File: src/hw/rtl/hcbp_pkg.sv
// ---------------------------------------------------------------------------
// hcbp_pkg
// Shared constants, request codes and the front-to-back queue entry type of
// the Huffman code bit packer.
// ---------------------------------------------------------------------------
package hcbp_pkg;

  localparam int SYMBOL_COUNT = 256;
  localparam int MAX_CODE_LEN = 32;

  localparam int VALUE_W = 32;
  localparam int LEN_W   = 6;
  localparam int SYMF_W  = 8;
  localparam int BYTE_W  = 8;
  localparam int PAD_W   = 3;

  localparam int LEN_CAP = (MAX_CODE_LEN < VALUE_W) ? MAX_CODE_LEN : VALUE_W;
  localparam int SYM_W   = $clog2(SYMBOL_COUNT);
  localparam int ENTRY_W = LEN_W + VALUE_W;

  localparam int ACC_W = LEN_CAP + BYTE_W;
  localparam int CNT_W = $clog2(ACC_W + 1);

  localparam int Q_DEPTH = 4;
  localparam int QP_W    = $clog2(Q_DEPTH);
  localparam int QC_W    = $clog2(Q_DEPTH + 2);

  localparam logic [1:0] REQ_LOAD   = 2'd0;
  localparam logic [1:0] REQ_ENCODE = 2'd1;
  localparam logic [1:0] REQ_FLUSH  = 2'd2;

  typedef struct packed {
    logic               flush;
    logic [VALUE_W-1:0] code;
    logic [LEN_W-1:0]   len;
  } q_entry_t;

endpackage

File: src/hw/rtl/hcbp_queue.sv
// ---------------------------------------------------------------------------
// hcbp_queue
// Short FIFO of encode and flush work between the front and the packer.
// ---------------------------------------------------------------------------
module hcbp_queue (
  input  logic                      clk,
  input  logic                      rst_n,
  input  logic                      push,
  input  hcbp_pkg::q_entry_t        push_entry,
  input  logic                      pop,
  output logic                      head_valid,
  output hcbp_pkg::q_entry_t        head,
  output logic [hcbp_pkg::QC_W-1:0] count
);
  import hcbp_pkg::*;

  q_entry_t          slot_r [Q_DEPTH];
  logic [QP_W-1:0]   wr_ptr_r;
  logic [QP_W-1:0]   rd_ptr_r;
  logic [QC_W-1:0]   count_r;
  logic [QC_W-1:0]   count_nxt;

  function automatic logic [QP_W-1:0] bump(input logic [QP_W-1:0] p);
    return (p == QP_W'(Q_DEPTH - 1)) ? '0 : QP_W'(p + 1'b1);
  endfunction

  always_comb begin
    count_nxt = count_r;
    if (push && !pop) begin
      count_nxt = QC_W'(count_r + 1'b1);
    end else if (pop && !push) begin
      count_nxt = QC_W'(count_r - 1'b1);
    end
  end

  always_ff @(posedge clk) begin
    if (push) begin
      slot_r[wr_ptr_r] <= push_entry;
    end
  end

  always_ff @(posedge clk) begin
    if (!rst_n) begin
      wr_ptr_r <= '0;
      rd_ptr_r <= '0;
      count_r  <= '0;
    end else begin
      if (push) begin
        wr_ptr_r <= bump(wr_ptr_r);
      end
      if (pop) begin
        rd_ptr_r <= bump(rd_ptr_r);
      end
      count_r <= count_nxt;
    end
  end

  assign head_valid = count_r != '0;
  assign head       = slot_r[rd_ptr_r];
  assign count      = count_r;

endmodule

File: config.mk
export PLATFORM = sky130hd
export DESIGN_NAME = hcbp_queue
export DESIGN_NICKNAME = d
export VERILOG_FILES = /design/src/hw/rtl/hcbp_pkg.sv /design/src/hw/rtl/hcbp_queue.sv
export SDC_FILE = /design/constraint.sdc
export NUM_CORES = 1
export LEC_CHECK = 0
export CORE_UTILIZATION = 45
export CTS_CLUSTER_DIAMETER = 60
export DETAILED_ROUTE_END_ITERATION = 10
export DONT_BUFFER_PORTS = 1
export PLACE_DENSITY = 0.67
export SLEW_MARGIN = 5
export SYNTH_ARGS = -nofsm -noshare
export SYNTH_HDL_FRONTEND = slang
export SYNTH_SLANG_ARGS = --single-unit
File: constraint.sdc
create_clock -name clk -period 2.4 [get_ports clk]
set_clock_uncertainty 0.05 [all_clocks]
set_input_delay 0.24 -clock clk [delete_from_list [all_inputs] [get_ports clk]]
set_output_delay 0.24 -clock clk [all_outputs]
set_load 0.01 [all_outputs]
---- After elaboration in Yosys (flattened, before gate mapping) ----
Memory sizes are Yosys's and may differ from the RTL's. A register that Yosys moved wholly into a read port is not among the register bits.
Index checks and enable logic that the tools add are counted.
storage, ports and cells
  bits in registers ....................... 7
  bits in writable memories ............... 156
  output and inout bits ................... 43
  word-level logic and storage cells ...... 24
  memories kept ........................... 1
memories
  name    words  bits a word  rd ports  clocked after Yosys merged registers in  write ports  RTL line          source
  slot_r  4      39           1         1                                        1            hcbp_queue.sv:17  q_entry_t slot_r [Q_DEPTH];
operators by class
  add/sub/neg operators ................... 4
  eq/ne operators ......................... 2
  mux-type cells .......................... 8
  reduce and logical (&&, ||, !) cells .... 6
operator list
  cell                                                                count
  2-bit two-way mux                                                   4
  3-bit two-way mux                                                   2
  2-bit by 1-bit adder with 2-bit output, second input constant       2
  2-bit == test, second input constant                                2
  3-bit by 1-bit adder with 3-bit output, second input constant       1
  3-bit nonzero test                                                  1
  3-bit by 1-bit subtractor with 3-bit output, second input constant  1
  1-bit logical AND                                                   2
  1-bit zero test                                                     2
  1-bit two-way mux                                                   2
  2-bit nonzero test                                                  1

---- Depth between registers and ports, before layout ----
Gate-level depths: netlist of run 1.
  depth after elaboration ................. 4
  mapped depth ............................ 7
  gate-level depth less buffers ........... 7

---- Least setup slack after synthesis of run 1 ----
Ideal clock, no wire load.
  path kind ............................... reg-to-reg
  start ................................... register wr_ptr_r[0]
  end ..................................... memory slot_r[3][0] (netlist name), enable pin
  setup time .............................. 400 ps
  arrival time ............................ 1,497 ps
  required time ........................... 1,950 ps
  path slack .............................. 453 ps
  cell stages (with the launch flop) ...... 3
  path through ............................ dfxtp_1 -> ha_1 -> and2_1
RTL lines
  item                    RTL line          source
  start, declared         hcbp_queue.sv:18  logic [QP_W-1:0] wr_ptr_r;
  start signal, assigned  hcbp_queue.sv:49  wr_ptr_r <= bump(wr_ptr_r);
  end, declared           hcbp_queue.sv:17
Straight into the memory's write port.

==> summary.md, run 1 <==
| Metric | Value |
|---|---|
| Die ar. | 0.0140 mm^2 |
| Layout cells sized above 1 | 24.1% |
| Largest family of logic cells by synthesized area | multiplexers |
| Layout Cells excl Fill | 496 |
| Slew headroom | 67.9% |
| Initial antenna violation count | 1 |
| Area Overhead vs Synth | 21.1% |
| Synth Area per Inst | 24.7 um^2 |
| Sink Count | 165 |
| Synth top area share | 77.2% |
| Xor and xnor area share after synthesis | 0.289% |
| Maximum vdd drop | 0.462 mV |
| Post-Route WL | 10600 um |
| TritonCTS buffer count | 17 |
| Post-Synth Simple-Gate Area | 1.38% |
| Fmax | 455 MHz |
| NetSw | 1.32 mW |
| PostCTS Resize Cnt | 0 |
| Synth Flop Type | edfxtp_1 |
| CTS tree | built |
| Worst Hold Class | primary input to flip-flop |
| Synth Area in Compound Gates | 0.330% |
| DRC Markers | 0 |
| R2R Setup Slk | 730 ps |
| Avg WL per Cell | 21.3 um |
| Gpl congestion | 0.681 |
| Placed instance area | 0.00638 mm^2 |
| Post-synth EDFFs | 156 |
| Vias in the first global route | 2905 |
| Crit-path max FO | 18 |
| I/O pin total | 86 |
| Max-Cap Viols | 0 |
| Synth top area cells | edfxtp_1 77%, mux4_2 14%, dfxtp_1 3.0% |
| Hold Crit Depth | 3 |
| Unrepaired setup endpoints after global routing | no |
| DP Cell Count | 422 |
| Synth cell types | 21 |
| Detail Route Antenna Nets | 0 |
| Status | completed |
| Util after Layout | 55.7% |
| Total Routing Usage GR | 16.6% |
| Synth Net Count | 296 |
| Int Pwr | 5.04 mW |
| Sequential cell area fraction in the yosys report | 80.1% |
| Fin crit share | 91.5% |
| Power share of the combinational group | 7.6% |
| Reg clk slew, reported paths | 60 ps |
| Fin Hold WS | 95.0 ps |
| Post-synthesis async set-or-reset flop share | 0% |
| Clock buffer depth | 2 |
| Multiplexer area fraction after synthesis | 15.1% |
| P_leak | 2.36 nW |
| Min cycle time layout | 2200 ps |
| Die Wd | 118 um |
| Switching part of the total power | 20.8% |
| CTS root buf | clkbuf_16 |
| Core area | 0.0132 mm^2 |
| WP data required | 2110 ps |
| Synth Area in Adders | 1.57% |
| Synth Register Bits | 165 |
| Reg2reg path depth | 3 |
| TNS Setup | 0 ps |
| Clock power share | 39.6% |
| Most frequent cells after synthesis | 156 x edfxtp_1, 39 x mux4_2, 9 x dfxtp_1, 6 x ha_1 |
| Total grt overflow | 0 |
| Most instantiated library cell after synthesis | edfxtp_1 |
| Row count | 42 |
| Die height | 118 um |
| Cell area after layout | 0.00735 mm^2 |
| Layout Nets | 357 |
| Arr. time, crit path | 1910 ps |
| Post-DP HPWL | 6550 um |
| Clk Latency, worst-skew pair | 420 ps |
| Max H-tree Level | 4 |
| DRT Pass-1 Iters | 4 |
| Port buffer count | 0 |
| Startpoint Class | flip-flop |
| CP Class | flip-flop to primary output |
| Flop pwr share | 52.8% |
| Cells after Synth | 246 |
| DR iter-0 viols | 161 |
| Power per cell area | 866 mW/mm^2 |
| Mapped Area | 0.00607 mm^2 |
| Starting density of the core | 46.0% |
| Leading area contributor after synthesis | edfxtp_1 |
| Via density per instance | 5.26 |
| Largest net degree at the start of global routing | 28 |
| Global-route wire length before repair | 16200 um |
| Slew at the pin closest to its max-slew limit | 481 ps |
| Final setup fails | 0 |
| CTS hold repair buffers | 42 |
| # Post-CTS Setup Buffers | 0 |
| Syn. warnings | 0 |
| Vias | 2608 |
| Slew Limit Fails | 0 |
| Critical path endpoint category | primary output |
| Final hold vios | 0 |
[logic make-up (layout without fill, tap and decap cells)]
kind of cell / count (synthesis) / in the layout
DFF: 165 / 165
muxes: 43 / 43
and+or+nand+nor: 14 / 14
buffers and inverters: 12 / 85
adders and majority gates: 7 / 7
AOI/OAI and AO/OA: 3 / 3
xor gates and xnor gates: 2 / 2
other: 0 / 1
[per-stage QoR]
step / setup WS [ps] / power [mW]
after global routing: 49.4 / 6.57
after global placement: 609 / 3.82
final: 203 / 6.36
after detailed placement: 594 / 3.84
after floorplan: 453 / 3.72
after CTS: 134 / 6.45
[final cells by class]
| class | count | area (um^2) |
|---|---|---|
| fill | 969 | 5840 |
| clock inverter | 10 | 108 |
| tap | 176 | 220 |
| clock buffer | 21 | 440 |
| inverter | 4 | 15.0 |
| timing repair buffer | 50 | 556 |
| antenna | 1 | 2.50 |
| multi-input combinational | 69 | 1140 |
| sequential | 165 | 4870 |
[critical path: stages, from the launching register on]
cell and delay, ps:
dfxtp_4 610, buf_4 300, mux4_2 570
[cells in the final DEF, fill, tap and decap left out, types with 3 or more instances in the layout]
master,n
and2_2,4
dfxtp_1,7
clkbuf_1,4
nor2b_1,5
buf_12,6
edfxtp_1,156
clkinv_1,3
mux4_2,39
ha_1,6
mux2i_1,4
dlygate4sd3_1,42
clkbuf_16,17
inv_1,4
[sequential cells by signal (all words and copies together), names as in the netlist, named ones only]
signal    count
rd_ptr_r      2
slot_r      156
wr_ptr_r      2
count         3
[power by group through the flow]
stage	Sequential (mW)	Combinational, mW	Clock (mW)
6_report	3.36	0.485	2.52
5_1_grt	3.38	0.522	2.68
4_1_cts	3.37	0.498	2.59
3_5_place_dp	3.43	0.413	0
3_3_place_gp	3.42	0.405	0
2_1_floorplan	3.39	0.330	0
[layer usage]
metal / track usage, % / up-vias / wire (um)
li1: - / 1166 / -
met1: 18.9 / 1353 / 4270
met2: 28.1 / 75 / 5570
met3: 5.31 / 14 / 525
met4: 8.17 / 0 / 191
met5: 0 / - / 0
[worst paths after layout]
kind	startpoint	to
setup / recovery	flip-flop	head[38]
setup reg to reg	wr_ptr_r[0]	slot_r[1][6]
hold / removal	pop	flip-flop
hold reg to reg	rd_ptr_r[1]	flip-flop
Note: power is estimated with default switching activity, not from simulation.
==> run 2, diff against run 1 <==
--- a/config.mk
+++ b/config.mk
@@ -9,7 +9,7 @@
 export CTS_CLUSTER_DIAMETER = 60
 export DETAILED_ROUTE_END_ITERATION = 10
 export DONT_BUFFER_PORTS = 1
-export PLACE_DENSITY = 0.67
+export PLACE_DENSITY = 0.63
 export SLEW_MARGIN = 5
 export SYNTH_ARGS = -nofsm -noshare
 export SYNTH_HDL_FRONTEND = slang
==> run 2 against run 1 <==
Effect of this change:
- routed wire length fell by 2.9%
- largest power group unchanged
- non-clock buffer count fell by 1
- power increased by 4.5%
==> summary.md, run 2 (synthesis results as in run 1) <==
| Metric | Value |
|---|---|
| Critical path endpoint category | primary output |
| Row count | 42 |
| TNS Setup | 0 ps |
| Power per cell area | 897 mW/mm^2 |
| Cell area after layout | 0.00742 mm^2 |
| CTS root buf | clkbuf_16 |
| TritonCTS buffer count | 17 |
| Port buffer count | 0 |
| Vias in the first global route | 2817 |
| CP Class | flip-flop to primary output |
| Most frequent cells in the layout | 156 x edfxtp_1, 42 x dlygate4sd3_1, 39 x mux4_2, 17 x clkbuf_16, 7 x dfxtp_1 |
| Final hold vios | 0 |
| Total grt overflow | 0 |
| DRC Markers | 0 |
| Largest net degree at the start of global routing | 40 |
| Max-Cap Viols | 0 |
| Unrepaired setup endpoints after global routing | no |
| Vias | 2629 |
| CTS tree | built |
| Worst path cell trace | buf_4, mux4_2 |
| Crit-path max FO | 18 |
| Clk Latency, worst-skew pair | 410 ps |
| Avg WL per Cell | 20.7 um |
| Layout cells sized above 1 | 25.7% |
| WP data required | 2110 ps |
| I/O pin total | 86 |
| Clock power share | 42.3% |
| Slew headroom | 68.2% |
| Total Routing Usage GR | 15.9% |
| Die height | 118 um |
| Power share of the combinational group | 7.3% |
| Hold path startpoint | pop |
| Met3 GRT Util | 5.89% |
| Flop pwr share | 50.4% |
| Int Pwr | 5.28 mW |
| Layout Nets | 356 |
| Bufs and invs on worst path | 1 |
| Post-Route WL | 10300 um |
| Reg2reg path depth | 3 |
| Placed instance area | 0.00637 mm^2 |
| Critical path's largest stage delay | 580 ps |
| Via density per instance | 5.31 |
| Detail Route Antenna Nets | 0 |
| R2R Setup Slk | 720 ps |
| Most common cell after layout, fill and taps aside | edfxtp_1 |
| Hold Crit Depth | 2 |
| NetSw | 1.38 mW |
| DRT Pass-1 Iters | 4 |
| Die ar. | 0.0140 mm^2 |
| Sink Count | 165 |
| Fmax | 470 MHz |
| Antenna cells | 0 |
| Status | completed |
| Maximum vdd drop | 0.432 mV |
| Startpoint Class | flip-flop |
| Slew at the pin closest to its max-slew limit | 478 ps |
| Critical R2R Capture | slot_r[3][23] |
| DR iter-0 viols | 234 |
| Core area | 0.0132 mm^2 |
| Max reg flops | 156 |
| Worst Hold Class | primary input to flip-flop |
| Crit-path slowest cell | dfxtp_4 |
| Initial antenna violation count | 0 |
| Cell family with most CP delay | flip-flops |
| Area Overhead vs Synth | 22.3% |
| GRT Max-Usage Layer | met2 |
| Max H-tree Level | 4 |
| Largest reg by FF count | slot_r |
| Final setup fails | 0 |
| Fin crit share | 88.6% |
| M2 GR Usage | 26.6% |
| R2r startpoint | wr_ptr_r[0] |
| Global-route wire length before repair | 15700 um |
| Slew Limit Fails | 0 |
| P_leak | 2.39 nW |
| Gpl congestion | 0.685 |
| Reg clk slew, reported paths | 60 ps |
| Util after Layout | 56.3% |
| Met1 usage | 18.9% |
| Die Wd | 118 um |
| Switching part of the total power | 20.7% |
| Post-DP HPWL | 5890 um |
| Min cycle time layout | 2130 ps |
| Clock buffer depth | 2 |
| # fillers | 993 |
| Starting density of the core | 46.0% |
| Arr. time, crit path | 1840 ps |
## run 2: power groups by stage
stage                     Combinational, mW  Clock, mW  Sequential (mW)
after floorplan                       0.330          0             3.39
after global placement                0.408          0             3.41
after detailed placement              0.417          0             3.42
after CTS                             0.500       2.87             3.36
after global routing                  0.525       2.99             3.37
final                                 0.487       2.81             3.35
## run 2: per-stage QoR
step,instances,worst slack [ps],hold WS (ps),total power [mW]
final,495,274,48.5,6.65
after global routing,495,123,33.8,6.89
after CTS,495,197,28.5,6.73
after detailed placement,421,643,289,3.84
after global placement,421,660,289,3.82
after floorplan,246,453,289,3.72
## run 2: area by class of cell
type,instances,area [um^2],area share [%]
clock buffers,18,429,5.78
clock inverters,14,199,2.68
inverters,4,15.0,0.202
multi-input cells,69,1140,15.4
flip-flops and latches,165,4870,65.6
well taps,176,220,2.97
repair buffers,49,548,7.38
## run 2: metal layers
layer,wire length (um),part of all wire [%]
met1,4000,39
met2,5480,53
met3,694,6.8
met4,91,0.89
met5,0,0
## run 2: how the worst max path moves through the flow
stage,end,slack [ps],depth (start not counted)
detailed placement,head[29],640,2
floorplan,slot_r[3][0],450,2
finish,head[29],270,2
CTS,head[29],200,2
global route,head[29],120,2
global placement,head[29],660,2
## run 2: repair_timing
| item | CTS | global route |
|---|---|---|
| setup buffers | 0 | 0 |
| endpoints found under the setup margin | 0 | 0 |
| resized for setup | 0 | 0 |
| hold buffers | 42 | 0 |
| endpoints found under the hold margin | 165 | 0 |
