==> src/hw/rtl/hcbp_pkg.sv <==
// ---------------------------------------------------------------------------
// hcbp_pkg
// Shared constants, request codes and the front-to-back queue entry type of
// the Huffman code bit packer.
// ---------------------------------------------------------------------------
package hcbp_pkg;

  localparam int SYMBOL_COUNT = 256;
  localparam int MAX_CODE_LEN = 32;

  localparam int VALUE_W = 32;
  localparam int LEN_W   = 6;
  localparam int SYMF_W  = 8;
  localparam int BYTE_W  = 8;
  localparam int PAD_W   = 3;

  localparam int LEN_CAP = (MAX_CODE_LEN < VALUE_W) ? MAX_CODE_LEN : VALUE_W;
  localparam int SYM_W   = $clog2(SYMBOL_COUNT);
  localparam int ENTRY_W = LEN_W + VALUE_W;

  localparam int ACC_W = LEN_CAP + BYTE_W;
  localparam int CNT_W = $clog2(ACC_W + 1);

  localparam int Q_DEPTH = 4;
  localparam int QP_W    = $clog2(Q_DEPTH);
  localparam int QC_W    = $clog2(Q_DEPTH + 2);

  localparam logic [1:0] REQ_LOAD   = 2'd0;
  localparam logic [1:0] REQ_ENCODE = 2'd1;
  localparam logic [1:0] REQ_FLUSH  = 2'd2;

  typedef struct packed {
    logic               flush;
    logic [VALUE_W-1:0] code;
    logic [LEN_W-1:0]   len;
  } q_entry_t;

endpackage

==> src/hw/rtl/hcbp_stream_if.sv <==


interface hcbp_out_if;
  logic       valid;
  logic       ready;
  logic [7:0] out_byte;
  logic [2:0] pad_bits;
  logic       is_final;
  logic       last_of_run;

  modport source (output valid, output out_byte, output pad_bits, output is_final,
                  output last_of_run, input ready);
  modport sink   (input valid, input out_byte, input pad_bits, input is_final,
                  input last_of_run, output ready);
endinterface

==> src/hw/rtl/hcbp_back.sv <==
// ---------------------------------------------------------------------------
// hcbp_back
// Bit packer: merge codes into a left-aligned accumulator, emit one byte per
// cycle into a free output register, pad and close the stream on flush.
// ---------------------------------------------------------------------------
module hcbp_back (
  input  logic               clk,
  input  logic               rst_n,
  input  logic               head_valid,
  input  hcbp_pkg::q_entry_t head,
  output logic               pop,
  hcbp_out_if.source         out_ch
);
  import hcbp_pkg::*;

  logic [ACC_W-1:0]   acc_r;
  logic [ACC_W-1:0]   acc_nxt;
  logic [CNT_W-1:0]   cnt_r;
  logic [CNT_W-1:0]   cnt_nxt;
  logic [ACC_W-1:0]   acc_e;
  logic [CNT_W-1:0]   cnt_e;
  logic [VALUE_W-1:0] aligned;
  logic [ACC_W-1:0]   ext;
  logic               slot_free;
  logic               emit;
  logic               enc_take;
  logic               fl_take;
  logic               fl_res;

  logic               out_valid_r;
  logic               out_valid_nxt;
  logic [BYTE_W-1:0]  out_byte_r;
  logic [PAD_W-1:0]   pad_r;
  logic               final_r;
  logic               last_r;

  assign slot_free = !out_valid_r || out_ch.ready;
  assign emit      = (cnt_r >= CNT_W'(BYTE_W)) && slot_free;
  assign acc_e     = emit ? (acc_r << BYTE_W) : acc_r;
  assign cnt_e     = emit ? CNT_W'(cnt_r - CNT_W'(BYTE_W)) : cnt_r;

  assign enc_take = head_valid && !head.flush && (cnt_e < CNT_W'(BYTE_W));
  assign fl_take  = head_valid && head.flush && (cnt_r < CNT_W'(BYTE_W)) &&
                    ((cnt_r == '0) || slot_free);
  assign fl_res   = fl_take && (cnt_r != '0);
  assign pop      = enc_take || fl_take;

  // left-align the code, first-sent bit on top
  assign aligned = head.code << (LEN_W'(VALUE_W) - head.len);
  assign ext     = {aligned[VALUE_W-1 -: LEN_CAP], {BYTE_W{1'b0}}};

  always_comb begin
    acc_nxt = acc_e;
    cnt_nxt = cnt_e;
    if (enc_take) begin
      acc_nxt = acc_e | (ext >> cnt_e);
      cnt_nxt = CNT_W'(cnt_e + CNT_W'(head.len));
    end else if (fl_take) begin
      acc_nxt = '0;
      cnt_nxt = '0;
    end
  end

  always_comb begin
    out_valid_nxt = out_valid_r && !out_ch.ready;
    if (emit || fl_res) begin
      out_valid_nxt = 1'b1;
    end
  end

  always_ff @(posedge clk) begin
    if (!rst_n) begin
      acc_r       <= '0;
      cnt_r       <= '0;
      out_valid_r <= 1'b0;
    end else begin
      acc_r       <= acc_nxt;
      cnt_r       <= cnt_nxt;
      out_valid_r <= out_valid_nxt;
    end
  end

  always_ff @(posedge clk) begin
    if (emit) begin
      out_byte_r <= acc_r[ACC_W-1 -: BYTE_W];
      pad_r      <= '0;
      final_r    <= 1'b0;
      last_r     <= cnt_r < CNT_W'(2 * BYTE_W);
    end else if (fl_res) begin
      out_byte_r <= acc_r[ACC_W-1 -: BYTE_W];
      pad_r      <= PAD_W'(CNT_W'(BYTE_W) - cnt_r);
      final_r    <= 1'b1;
      last_r     <= 1'b1;
    end
  end

  assign out_ch.valid       = out_valid_r;
  assign out_ch.out_byte    = out_byte_r;
  assign out_ch.pad_bits    = pad_r;
  assign out_ch.is_final    = final_r;
  assign out_ch.last_of_run = last_r;

endmodule

==> src/flat_wrapper.sv <==
// flat-port wrapper written by rule: the top's interface ports become plain ports
module hcbp_back_flat import hcbp_pkg::*;
  (clk, rst_n, head_valid, head, pop, out_ch_valid, out_ch_out_byte, out_ch_pad_bits, out_ch_is_final, out_ch_last_of_run, out_ch_ready);
  hcbp_out_if out_ch_i ();
  input  logic clk;
  input  logic rst_n;
  input  logic head_valid;
  input  hcbp_pkg::q_entry_t head;
  output logic pop;
  output wire logic [$bits(out_ch_i.valid)-1:0] out_ch_valid;
  output wire logic [$bits(out_ch_i.out_byte)-1:0] out_ch_out_byte;
  output wire logic [$bits(out_ch_i.pad_bits)-1:0] out_ch_pad_bits;
  output wire logic [$bits(out_ch_i.is_final)-1:0] out_ch_is_final;
  output wire logic [$bits(out_ch_i.last_of_run)-1:0] out_ch_last_of_run;
  input wire logic [$bits(out_ch_i.ready)-1:0] out_ch_ready;
  assign out_ch_valid = out_ch_i.valid;
  assign out_ch_out_byte = out_ch_i.out_byte;
  assign out_ch_pad_bits = out_ch_i.pad_bits;
  assign out_ch_is_final = out_ch_i.is_final;
  assign out_ch_last_of_run = out_ch_i.last_of_run;
  assign out_ch_i.ready = out_ch_ready;
  hcbp_back u_core (.clk(clk), .rst_n(rst_n), .head_valid(head_valid), .head(head), .pop(pop), .out_ch(out_ch_i));
endmodule
==> config.mk <==
export PLATFORM = sky130hd
export DESIGN_NAME = hcbp_back_flat
export DESIGN_NICKNAME = d
export VERILOG_FILES = /design/src/hw/rtl/hcbp_pkg.sv /design/src/hw/rtl/hcbp_stream_if.sv /design/src/hw/rtl/hcbp_back.sv /design/src/flat_wrapper.sv
export SDC_FILE = /design/constraint.sdc
export NUM_CORES = 1
export LEC_CHECK = 0
export ABC_AREA = 0
export BUFFER_PORTS_ARGS = -buffer_cell sky130_fd_sc_hd__buf_2
export CAP_MARGIN = 40
export CORE_AREA = 2 2 112 114
export CTS_BUF_LIST = sky130_fd_sc_hd__clkbuf_2 sky130_fd_sc_hd__clkbuf_4 sky130_fd_sc_hd__clkbuf_8
export DETAILED_ROUTE_END_ITERATION = 8
export DIE_AREA = 0 0 114 116
export GPL_TIMING_DRIVEN = 0
export PLACE_DENSITY = 0.76
export SLEW_MARGIN = 0
export SYNTH_ARGS = -nofsm -noshare
export SYNTH_HDL_FRONTEND = slang
export SYNTH_SLANG_ARGS = --single-unit
==> constraint.sdc <==
create_clock -name clk -period 3.5 [get_ports clk]
set_input_delay 0.175 -clock clk [delete_from_list [all_inputs] [get_ports clk]]
set_output_delay 0.175 -clock clk [all_outputs]
set_load 0.005 [all_outputs]
# [Word level (Yosys, flattened, before mapping)]
# Cells that the tools add are included.
[word_totals] rom_bits=0 memories=0 regBits=60 out_inout_bits=15 latchBits=0 input_bits=43 ram_bits=0
[classes] mux=11 add_sub_neg=4 shifts=2 mul=0 n_eq_ne=0 n_reduce_logical=18 div=0 magnitude_cmp=4 bitwise_logic=1
[ops] cell="$mux 40" count=3
[ops] cell="$or 40x40->40" count=1
[ops] cell="$shr 40x6->40" count=1
[ops] cell="$shl 32x6->32" count=1
[ops] cell="$mux 6" count=3
[ops] cell="$mux 8" count=2
[ops] cell="$lt 6x4->1 const B" count=2
[ops] cell="$logic_and 1x1->1" count=8
[ops] cell="$add 6x6->6" count=1
[ops] cell="$ge 6x4->1 const B" count=1
[ops] cell="$logic_not 6->1" count=1
[ops] cell="$lt 6x5->1 const B" count=1
[ops] cell="$reduce_bool 6->1" count=1
[ops] cell="$sub 6x4->6 const B" count=1
[ops] cell="$sub 6x6->6 const A" count=1
[ops] cell="$logic_or 1x1->1" count=4
[ops] cell="$logic_not 1->1" count=3
[ops] cell="$mux 1" count=3
[ops] cell="$sub 1x3->3 const A" count=1
[ops] cell="$reduce_bool 2->1" count=1

# [Depth between registers and ports, before layout]
[depth] depth_word=7 ltp_mapped=16 mapped_depth_nobuf=13

# [Worst setup path before layout]
# OpenSTA, ideal clock, no wires.
[synth_timing] path_kind="input port to flip-flop" from="in head[0] in the netlist's numbering" to="reg u_core.acc_r[0]" n_path_buf=4 t_arrival_ns=3.664 slack_ns=-0.286 cell_stages=15 cell_sequence="buf_6 -> inv_1 -> clkbuf_1 -> ha_1 -> buf_4 -> buf_2 -> mux2_1 -> mux2i_1 -> a21oi_1 -> a2111oi_1 -> o22ai_1 -> mux4_2 -> mux2_2 -> nor2b_1 -> o311a_1"
[synth_via] elab_chain_len=5
[synth_lines] item="start: declaration" line_no="flat_wrapper.sv:8" text="input hcbp_pkg::q_entry_t head;"
[synth_lines] item="$sub 6x6->6" line_no="hcbp_back.sv:49" text="assign aligned = head.code << (LEN_W'(VALUE_W) - head.len);"
[synth_lines] item="$shl 32x6->32" line_no="hcbp_back.sv:49"
[synth_lines] item="$shr 40x6->40" line_no="hcbp_back.sv:56" text="acc_nxt = acc_e | (ext >> cnt_e);"
[synth_lines] item="$or 40x40->40" line_no="hcbp_back.sv:56"
[synth_lines] item="$mux 40" line_no="hcbp_back.sv:55" text="if (enc_take) begin"
[synth_lines] item="end signal: assignment" line_no="hcbp_back.sv:77" text="acc_r <= acc_nxt;"
[synth_lines] item="end: declaration" line_no="hcbp_back.sv:16" text="logic [ACC_W-1:0] acc_r;"
# Every way passes these cells.
# A chain may end at the register's enable or synchronous reset.

# [Final worst setup path]
[layout_timing] from="in head[1] in the netlist's numbering" to="reg u_core.acc_r[0]"
# Same word-level chain as after synthesis.

==> results.sh <==
export IMPL_outcome="finished, final reports clean"
export IMPL_max_clock_freq_ghz=0.291
export IMPL_reg2reg_to="u_core.acc_r[29]"
export IMPL_die_area_um2=13200
export IMPL_ff2ff_path_depth=11
export IMPL_r2r_start="u_core.cnt_r[1]"
export IMPL_combinationalPowerShare_pct=64.7
export IMPL_grt_overflow=0
export IMPL_swShare_pct=49.5
export IMPL_internal_power_mw=2.32
export IMPL_firstDrtPassIters=6
export IMPL_synth_edf_count=9
export IMPL_clk_latency_ns=0.35
export IMPL_synthFlopType="dfxtp_1"
export IMPL_p_sw_mw=2.28
export IMPL_vdd_ir_drop_max_mv=0.313
export IMPL_min_period_over_period_pct=98.3
export IMPL_hp_class="primary input to register"
export IMPL_ys_warn_count=0
export IMPL_worst_clock_skew_ns=0.0107
export IMPL_drt_iter0_drc=1028
export IMPL_synth_fp_nets=872
export IMPL_drt_wl_total_mm=24.9
export IMPL_relSlewSlack_pct=48.3
export IMPL_netlist_area_um2=6490
export IMPL_gp_congestion=1.04
export IMPL_coreArea_um2=11900
export IMPL_ys_seq_elements=60
export IMPL_clkSinkCount=60
export IMPL_synth_cell_types=81
export IMPL_drc=0
export IMPL_drtAntennaViolNets=0
export IMPL_syn_avg_cell_area_um2=7.92
export IMPL_cts_tree="built"
export IMPL_start_kind="primary input"
export IMPL_hold_viol_final=0
export IMPL_setup_violations=0
export IMPL_grt_start_max_net_pins=18
export IMPL_globalRouteTotalUtil_pct=37.3
export IMPL_htree_levels=3
export IMPL_worstSetupPathType="primary input to register"
export IMPL_min_path_cells=2
export IMPL_antenna_found_initial=0
export IMPL_port_buffers=55
export IMPL_dp_cells=1022
export IMPL_crit_fanout=17
export IMPL_p_leak_nw=3.03
export IMPL_power_density_nw_per_um2=574
export IMPL_wl_per_cell_um=23.5
export IMPL_clockBufferDepth=2
export IMPL_cp_arrival_ns=3.67
export IMPL_vias_per_cell=6.98
export IMPL_async_reset_ff_share_pct=0
export IMPL_hp_start="rst_n"
export IMPL_grt_pass1_vias=6989
export IMPL_clock_power_share_pct=15.3
export IMPL_synthTopCellsByArea="dfxtp_1 (16%), mux2i_1 (12%), mux4_2 (5.6%)"
export IMPL_endpoint_kind="register"
export IMPL_worstHoldEndpoint="u_core.cnt_r[2]"
export IMPL_post_dp_hpwl_mm=18.3
export IMPL_fillCellCount=971
export IMPL_antenna_cells=0
export IMPL_yosys_area_top_type="dfxtp_1"
export IMPL_die_w_um=114
export IMPL_power_mw=4.60
export IMPL_start_util_pct=54.5
export IMPL_stdcell_count=1060
export IMPL_clk_pin_slew_ns=0.07
export IMPL_netlist_area_leader_share_pct=15.7
export IMPL_worst_pin_slew_ns=0.776
export IMPL_yosysSeqAreaShare_pct=19.9
export IMPL_ios=58
export IMPL_cts_buffers=9
export IMPL_slew_violations=0
export IMPL_num_rows=40
export IMPL_vias=7395
export IMPL_p_seq_share_pct=19.9
export IMPL_area_delta_synth_final_pct=23.5
export IMPL_finalCoreUtilization_pct=67.3
export IMPL_cts_root_buf="clkbuf_8"
export IMPL_drive_above_1_share_pct=29.4
export IMPL_syn_inst=819
export IMPL_grt_pass1_wl_mm=38.3
export IMPL_die_h_um=116
export IMPL_worstPathRequired_ns=3.73
export IMPL_nets=961
export IMPL_min_period_ns=3.44
export IMPL_cap_viol_max_count=0
export IMPL_ff2ff_setup_slack_ns=0.12
==> cell usage in the layout, fill, tap and decap left out, types with 8 or more instances in the layout <==
cell      instances
o32ai_1          13
a21oi_1          58
nand3_1          18
mux4_2           16
buf_4            34
ha_1              8
a211oi_1         11
o22ai_1          26
inv_1             9
o21ai_0          23
mux2_2           22
nor3_2            8
nor2b_1          10
clkbuf_8          9
buf_2            65
nand2_1          80
a31oi_1          14
nand2b_1          8
edfxtp_1          9
a22oi_1          10
clkbuf_1         30
mux2_4           11
nor2_1           84
o21a_1           10
mux2i_4          14
mux2i_2           9
mux2i_1          55
dfxtp_1          51
nor3_1           20
==> area by class of cell <==
| class | count | area, um2 | share of cell area (%) |
|---|---|---|---|
| clock inverters | 7 | 98.8 | 1.23 |
| clock buffers | 9 | 124 | 1.55 |
| repair buffers | 85 | 553 | 6.90 |
| multi-input cells | 675 | 5350 | 66.8 |
| inverters | 12 | 51.3 | 0.640 |
| well taps | 147 | 184 | 2.30 |
| flip-flops and latches | 60 | 1290 | 16.1 |
| plain buffers | 65 | 362 | 4.51 |
==> Yosys cell counts (7+ instances only) <==
cell type / n
nand2b_1: 8
buf_2: 15
mux2_1: 8
nand2_1: 80
dfxtp_1: 51
mux4_2: 16
a211oi_1: 12
ha_1: 9
inv_1: 11
nor2_1: 90
clkbuf_1: 40
mux2i_1: 77
nor4_1: 10
a21oi_1: 60
mux2_2: 24
o32ai_1: 13
o21ai_0: 25
nor2b_1: 10
nor3_1: 24
o21a_1: 11
a22oi_1: 10
buf_1: 8
a31oi_1: 16
o22ai_1: 32
nand3_1: 18
or3_1: 7
edfxtp_1: 9
==> worst max-delay path: stages <==
cell	delay [ns]
buf_4	0.20
inv_1	0.10
ha_4	0.27
buf_8	0.14
buf_12	0.12
buf_16	0.13
mux2_4	0.33
mux2i_4	0.20
nor2_2	0.08
a2111oi_4	0.43
o22ai_4	0.14
mux4_2	0.56
mux2_4	0.30
nor2b_1	0.13
o311a_1	0.35
==> through the flow <==
| stage | area (um2) | hold slack (ns) | TNS, ns | setup slack [ns] |
|---|---|---|---|---|
| detailed placement | 6980 | 0.415 | -37.10 | -1.03 |
| floorplan | 6520 | 0.408 | 0 | 0.00865 |
| finish | 8010 | 0.203 | 0 | 0.0591 |
| global placement | 6980 | 0.413 | -39.27 | -1.13 |
| global route | 8010 | 0.213 | -0.0203 | -0.0122 |
| CTS | 7760 | 0.201 | 0 | 0.00130 |
==> sequential cells by signal, summed over array words and instances (netlist names) <==
signal and flops:
u_core.out_ch.valid 1, u_core.acc_r 40, u_core.cnt_r 6, u_core.out_ch.pad_bits 3, u_core.out_ch.out_byte 8, u_core.out_ch.is_final 1
u_core.out_ch.last_of_run 1
==> timing repair <==
| item | in CTS | in global routing |
|---|---|---|
| gates resized for setup | 82 | 53 |
| endpoints found under the hold margin | 0 | 0 |
| hold buffers | 0 | 0 |
| buffers inserted | 19 | 8 |
| pin swaps | 19 | 19 |
| gates cloned | 1 | 1 |
| endpoints found under the setup margin | 61 | 47 |
==> power groups by stage <==
stage | logic, mW | registers [mW] | clock network [mW]
6_report | 2.98 | 0.917 | 0.704
5_1_grt | 3.16 | 0.932 | 0.735
4_1_cts | 2.77 | 0.916 | 0.707
3_5_place_dp | 2.57 | 0.925 | 0
3_3_place_gp | 2.58 | 0.924 | 0
2_1_floorplan | 1.81 | 0.925 | 0
==> how the worst max path moves through the flow <==
stage / to / start / slack (ns) / depth (start not counted)
2_1_floorplan: u_core.acc_r[0] / head[0] / 0.009 / 15
3_3_place_gp: u_core.acc_r[0] / head[0] / -1.13 / 16
3_5_place_dp: u_core.acc_r[0] / head[0] / -1.03 / 16
4_1_cts: u_core.acc_r[0] / head[0] / 0.001 / 17
5_1_grt: u_core.acc_r[29] / u_core.cnt_r[3] / -0.01 / 10
6_report: u_core.acc_r[0] / head[1] / 0.06 / 15
==> kinds of logic after synthesis <==
logic type | synth area share [%]
simple gates | 21.4
compound gates | 25.9
mux | 23.7
buf+inv | 5.96
flops | 19.9
fa+ha+maj | 2.04
xor+xnor | 1.21
==> per-layer routing <==
| layer | global-route usage, % | share of wire [%] |
|---|---|---|
| met1 | 47.3 | 39 |
| met2 | 59.8 | 45 |
| met3 | 8.00 | 10 |
| met4 | 19.7 | 6.3 |
| met5 | 0 | 0 |
Note: power is estimated with default switching activity, not from simulation.
